### config.mk
export PLATFORM = sky130hd
export DESIGN_NAME = pgr_ram
export DESIGN_NICKNAME = d
export VERILOG_FILES = /design/src/rtl/priority_graph_reachability_defines.svh /design/src/rtl/pgr_ram.sv
export SDC_FILE = /design/constraint.sdc
export NUM_CORES = 2
export LEC_CHECK = 0
export ABC_AREA = 0
export BUFFER_PORTS_ARGS = -buffer_cell sky130_fd_sc_hd__buf_2
export CAP_MARGIN = 20
export CORE_MARGIN = 3
export CORE_UTILIZATION = 57
export DETAILED_ROUTE_END_ITERATION = 8
export GPL_TIMING_DRIVEN = 0
export PLACE_DENSITY_LB_ADDON = 0.15
export SLEW_MARGIN = 20
export SYNTH_ARGS = -nofsm -noshare
export SYNTH_HDL_FRONTEND = slang
export SYNTH_SLANG_ARGS = --single-unit
### constraint.sdc
create_clock -name clk -period 6.8 [get_ports clk]
set_input_delay 1.36 -clock clk [delete_from_list [all_inputs] [get_ports clk]]
set_output_delay 1.36 -clock clk [all_outputs]
set_load 0.01 [all_outputs]
### src/rtl/priority_graph_reachability_defines.svh
// assertion macros for the priority graph reachability block
// expects clk and rst_n in the scope of each use; define NO_ASSERTIONS to drop them
`ifndef PRIORITY_GRAPH_REACHABILITY_DEFINES_SVH
`define PRIORITY_GRAPH_REACHABILITY_DEFINES_SVH

`ifndef NO_ASSERTIONS

`define PGR_ASSERT_SAME(lbl, ante, cons, msg) \
    lbl: assert property (@(posedge clk) disable iff (!rst_n) (ante) |-> (cons)) \
        else $error(msg);

`define PGR_ASSERT_NEXT(lbl, ante, cons, msg) \
    lbl: assert property (@(posedge clk) disable iff (!rst_n) (ante) |=> (cons)) \
        else $error(msg);

`else

`define PGR_ASSERT_SAME(lbl, ante, cons, msg)

`define PGR_ASSERT_NEXT(lbl, ante, cons, msg)

`endif

`endif

### src/rtl/pgr_ram.sv
// generic single write, single read ram with registered read data
// no dependencies
`default_nettype none

module pgr_ram #(
    parameter int WIDTH = 64,
    parameter int DEPTH = 64
) (
    input  wire logic                     clk,
    input  wire logic                     we,
    input  wire logic [$clog2(DEPTH)-1:0] waddr,
    input  wire logic [WIDTH-1:0]         wdata,
    input  wire logic [$clog2(DEPTH)-1:0] raddr,
    output logic      [WIDTH-1:0]         rdata
);

    logic [WIDTH-1:0] mem [DEPTH];
    logic [WIDTH-1:0] rdata_reg;

    always_ff @(posedge clk)
    begin
        if (we)
        begin
            mem[waddr] <= wdata;
        end
        rdata_reg <= mem[raddr];
    end

    assign rdata = rdata_reg;

endmodule

`default_nettype wire

# Word level (Yosys, flattened, before mapping)
# Memory sizes are Yosys's and may differ from the RTL's. A register that Yosys moved wholly into a read port is not among the register bits.
# Index checks and enable logic that the tools add are counted.
# totals
ramBits	4096
mem_count	1
mem_bits_ro	0
latchBits	0
wordCells	3
input_bits	78
reg_bits	0
out_inout_bits	64
# mem_list
name	depth	word_bits	read_ports	rd_clocked_by_memory_dff	wr	line	source
mem	64	64	1	1	1	pgr_ram.sv:17	logic [WIDTH-1:0] mem [DEPTH];
# classes
n_reduce_logical	0
n_eq_ne	0
addsub	0
div_mod_pow	0
n_shift	0
bitwise	0
multipliers	0
order_cmp	0
mux	2
# ops
cell	count
1-bit 2-to-1 mux	2

# Logic depth before layout (Yosys ltp)
# logic_depth
depth_word	2
ltp_mapped	9
depth_no_buf	5

# Worst setup path after synthesis
# Ideal clock, no wire load.
# synth_timing
kind	input to register
start	input port waddr[3]
end	memory mem[48][0] (enable)
path_buffers	1
arrival_ns	6.232
required_time_ns	6.236
path_slack_ns	0.004
cell_stages	4
setup_ns	0.564
cell_sequence	clkbuf_1 nor2b_1 nand4b_1 nor3_1
# synth_lines
item	line	source
from (decl)	pgr_ram.sv:11	input wire logic [$clog2(DEPTH)-1:0] waddr,
to (decl)	pgr_ram.sv:17	
# Straight into the memory's write port.

==> summary.md <==
| Metric | Value |
|---|---|
| Crit path DAT | between 5 and 6 ns |
| Crit path kind | input port to flop |
| Status | complete, no violations |
| Die height | about 530 µm |
| Final hold violations | 0 |
| Static Leakage | 0.05703 µW |
| Minimum clock period | 4.641 ns |
| Core ar. | between 200000 and 300000 µm² |
| Worst Path Required | around 7.5 ns |
| Crit-path max FO | 10 |
| Adder-cell share of the synthesized area | 0% |
| Largest net degree at the start of global routing | 65 |
| Min-delay worst type | input port to flop |
| CP Capture Type | flop |
| TritonCTS buffer count | just over 400 |
| Synth Area in Compound Gates | around 2.5% |
| Vias in the first global route | 76710 |
| Crit path launch type | input port |
| Post-DRT Antenna Nets | 0 |
| Avg Vias per Cell | 6.766 |
| Synth cell types | 33 |
| Post-DP HPWL | roughly 280000 µm |
| Synthesized cell area | roughly 160000 µm² |
| Max reg flops | around 4000 |
| Non-filler cells, final | about 11000 |
| Cell mode on critical path | buf_2 |
| Initial Util | between 50% and 60% |
| CTS resizes | 0 |
| Crit path largest cell delay | approximately 1.1 ns |
| DR WL/cell | 36.94 µm |
| Synth Area in XOR/XNOR | 0% |
| Fin crit share | 68.25% |
| Largest family of logic cells by synthesized area | multiplexers |
| Post-layout util | 66.54% |
| Hold WS | about 0.86 ns |
| Flop-to-flop setup slack | between 3 and 4 ns |
| CTS max path bufs | 4 |
| Syn Area/Cell | 23.70 µm² |
| CTS tree | yes |
| Tightest Pin Transition | approximately 1.3 ns |
| CTS Sinks | 4160 |
| Full die area | 280600 µm² |
| Syn nets | between 6000 and 7000 |
| Root Driver | clkbuf_16 |
| Max frequency | ~220 MHz |
| # setup viols final | 0 |
| FF+latch count, synth | between 4000 and 5000 |
| Worst-Skew Late Latency | between 0.9 and 1 ns |
| Gr usage total | a little under a third |
| Die W | ~530 µm |
| Peak VDD IR | around 0.30 mV |
| First-pass GRT wire length | 586000 µm |
| Clock-pin slew on the worst setup and hold paths | roughly 0.060 ns |
| Crit-path cells | buf_4 > buf_2 > buf_2 > mux4_2 > mux2i_1 > o22ai_1 > a41oi_1 > a211oi_1 |
| Worst slew margin | about 14% |
| RSZ-0062 raised after global routing | no |
| Port Buffers | roughly 130 |
| Area fraction in and, or, nand and nor cells after synthesis | around 1.2% |
| Max Clock Skew | just under 0.06 ns |
| Grt total ovfl | 0 |
| Power density cells | about 300 nW/µm² |
| Register area share after synthesis | between 70 and 80% |
| Placed cell count | between 10000 and 15000 |
| Yosys warning total | 0 |
| Htree depth | 5 |
| DR iter-0 viols | around 11000 |
| Hold-fix buffers, CTS | 0 |
| Row count | approximately 190 |
| CP max-delay cell | a211oi_1 |
| Layout area overhead | 15.74% |
| Final wirelength | between 400000 and 500000 µm |
| Setup bufs post-CTS | 0 |
| Num ports | roughly 140 |
| Post-route total power | 53620 µW |
| Max-cap check violation count | 0 |
| Nets | ~7500 |
| Detailed Routing Iterations Pass 1 | 7 |
| Placed instance area | 167400 µm² |
| Final Max Slew Viols | 0 |
| Synth Instances | about 6600 |
| Worst Path Buf+Inv | 3 |
| Mux contribution to synthesized area | 15.61% |
| Remaining DRCs | 0 |
| Routability Congestion | 0.8246 |
| Initial antenna violation count | 34 |
| Crit path max-delay family | compound AO/OA/AOI/OAI gates |
| Detailed-route via count | approximately 77000 |
| Share of cells above drive strength 1 | a little under a third |
| Post-route cell area | 181000 µm² |
placed cells by master, fill, tap and decap left out, types with 28 or more instances in the layout:
master,Yosys,routed
a211oi_1,63,63
a22o_1,88,88
a22oi_1,168,168
and3_1,64,64
buf_12,0,159
buf_16,0,72
buf_2,170,242
buf_4,34,111
bufinv_16,0,32
clkbuf_1,140,226
clkbuf_16,0,417
clkinv_1,0,70
clkinv_2,0,79
dfxtp_1,64,64
edfxtp_1,4096,4096
mux2i_1,135,135
mux4_2,1024,1024
nand2_1,58,58
nand3_1,45,45
nor2_1,112,48
nor2_4,0,62
nor2b_1,28,28
o221ai_1,38,38
o22ai_1,83,76
or2_2,28,28
or3_1,29,29
metal layers:
layer  track usage (%)  wire (µm)
met1             42.72     156200
met2             46.10     196200
met3             7.498      48400
met4             11.14      17410
met5                 0        150
worst register-to-register path, cell delays in order, from the launching register on:
cell and delay, ns:
edfxtp_1 0.37, mux4_2 0.47, mux2i_1 0.46, nand2_1 0.13
a41oi_1 0.94, a211oi_1 0.26
synthesized netlist by cell type, drive strengths merged:
library cell | count | area [µm²]
and3 | 64 | 400.4
a211oi | 63 | 473.0
mux4 | 1024 | 23060
or3 | 29 | 181.4
o22ai | 83 | 519.3
nor2b | 28 | 175.2
buf | 230 | 1249
a22o | 88 | 770.7
nand4b | 1 | 8.760
nand3b | 2 | 15.01
inv | 19 | 71.32
a31o | 1 | 8.760
o221ai | 38 | 332.8
mux2i | 135 | 1351
a41oi | 26 | 227.7
nand2b | 11 | 68.82
and2 | 3 | 18.77
nand4 | 2 | 12.51
nand3 | 45 | 225.2
or3b | 1 | 8.760
clkbuf | 140 | 525.5
nor3 | 2 | 10.01
a22oi | 168 | 1261
a31oi | 18 | 112.6
or2 | 28 | 175.2
edfxtp | 4096 | 123000
nand2 | 58 | 217.7
nor2 | 112 | 420.4
a2bb2oi | 19 | 166.4
dfxtp | 64 | 1281
logic make-up after synthesis:
group                  count (synthesis)
flip-flops                          4160
multiplexers                        1159
AO/OA/AOI/OAI                        504
buffers and inverters                389
AND/OR/NAND/NOR                      386
area by class of cell:
class	count	area [µm²]
Clock inverter	220	2183
Buffer	370	1787
Inverter	19	71.32
Tap cell	3570	4467
Multi-Input combinational cell	2049	30820
Timing Repair Buffer	388	6203
Sequential cell	4160	124300
Fill cell	16740	91010
Antenna cell	12	30.03
Clock buffer	536	11110
power breakdown:
group | switching (µW) | total (µW) | internal (µW) | leakage (µW)
Clock | 9610 | 22400 | 12800 | 0.00651
Sequential | 55.2 | 28400 | 28400 | 0.0374
Combinational | 1850 | 2790 | 941 | 0.0131
Total | 11500 | 53600 | 42100 | 0.0570
final timing paths:
check,startpoint,endpoint,depth (start not counted)
worst max-delay path,raddr[0],rdata[3],8
worst min-delay path,wdata[61],mem[10][61],1
worst max register to register,mem[47][58],rdata[58],5
worst min register to register,mem[37][26],rdata[26],4
metrics by stage:
step / setup TNS, ns / setup slack [ns]
finish: 0 / 2.159
detailed placement: 0 / 1.290
global placement: -8919.37 / -6.385
global route: 0 / 2.252
floorplan: 0 / 0.004013
CTS: 0 / 2.352
(Power assumes the default switching activity.)
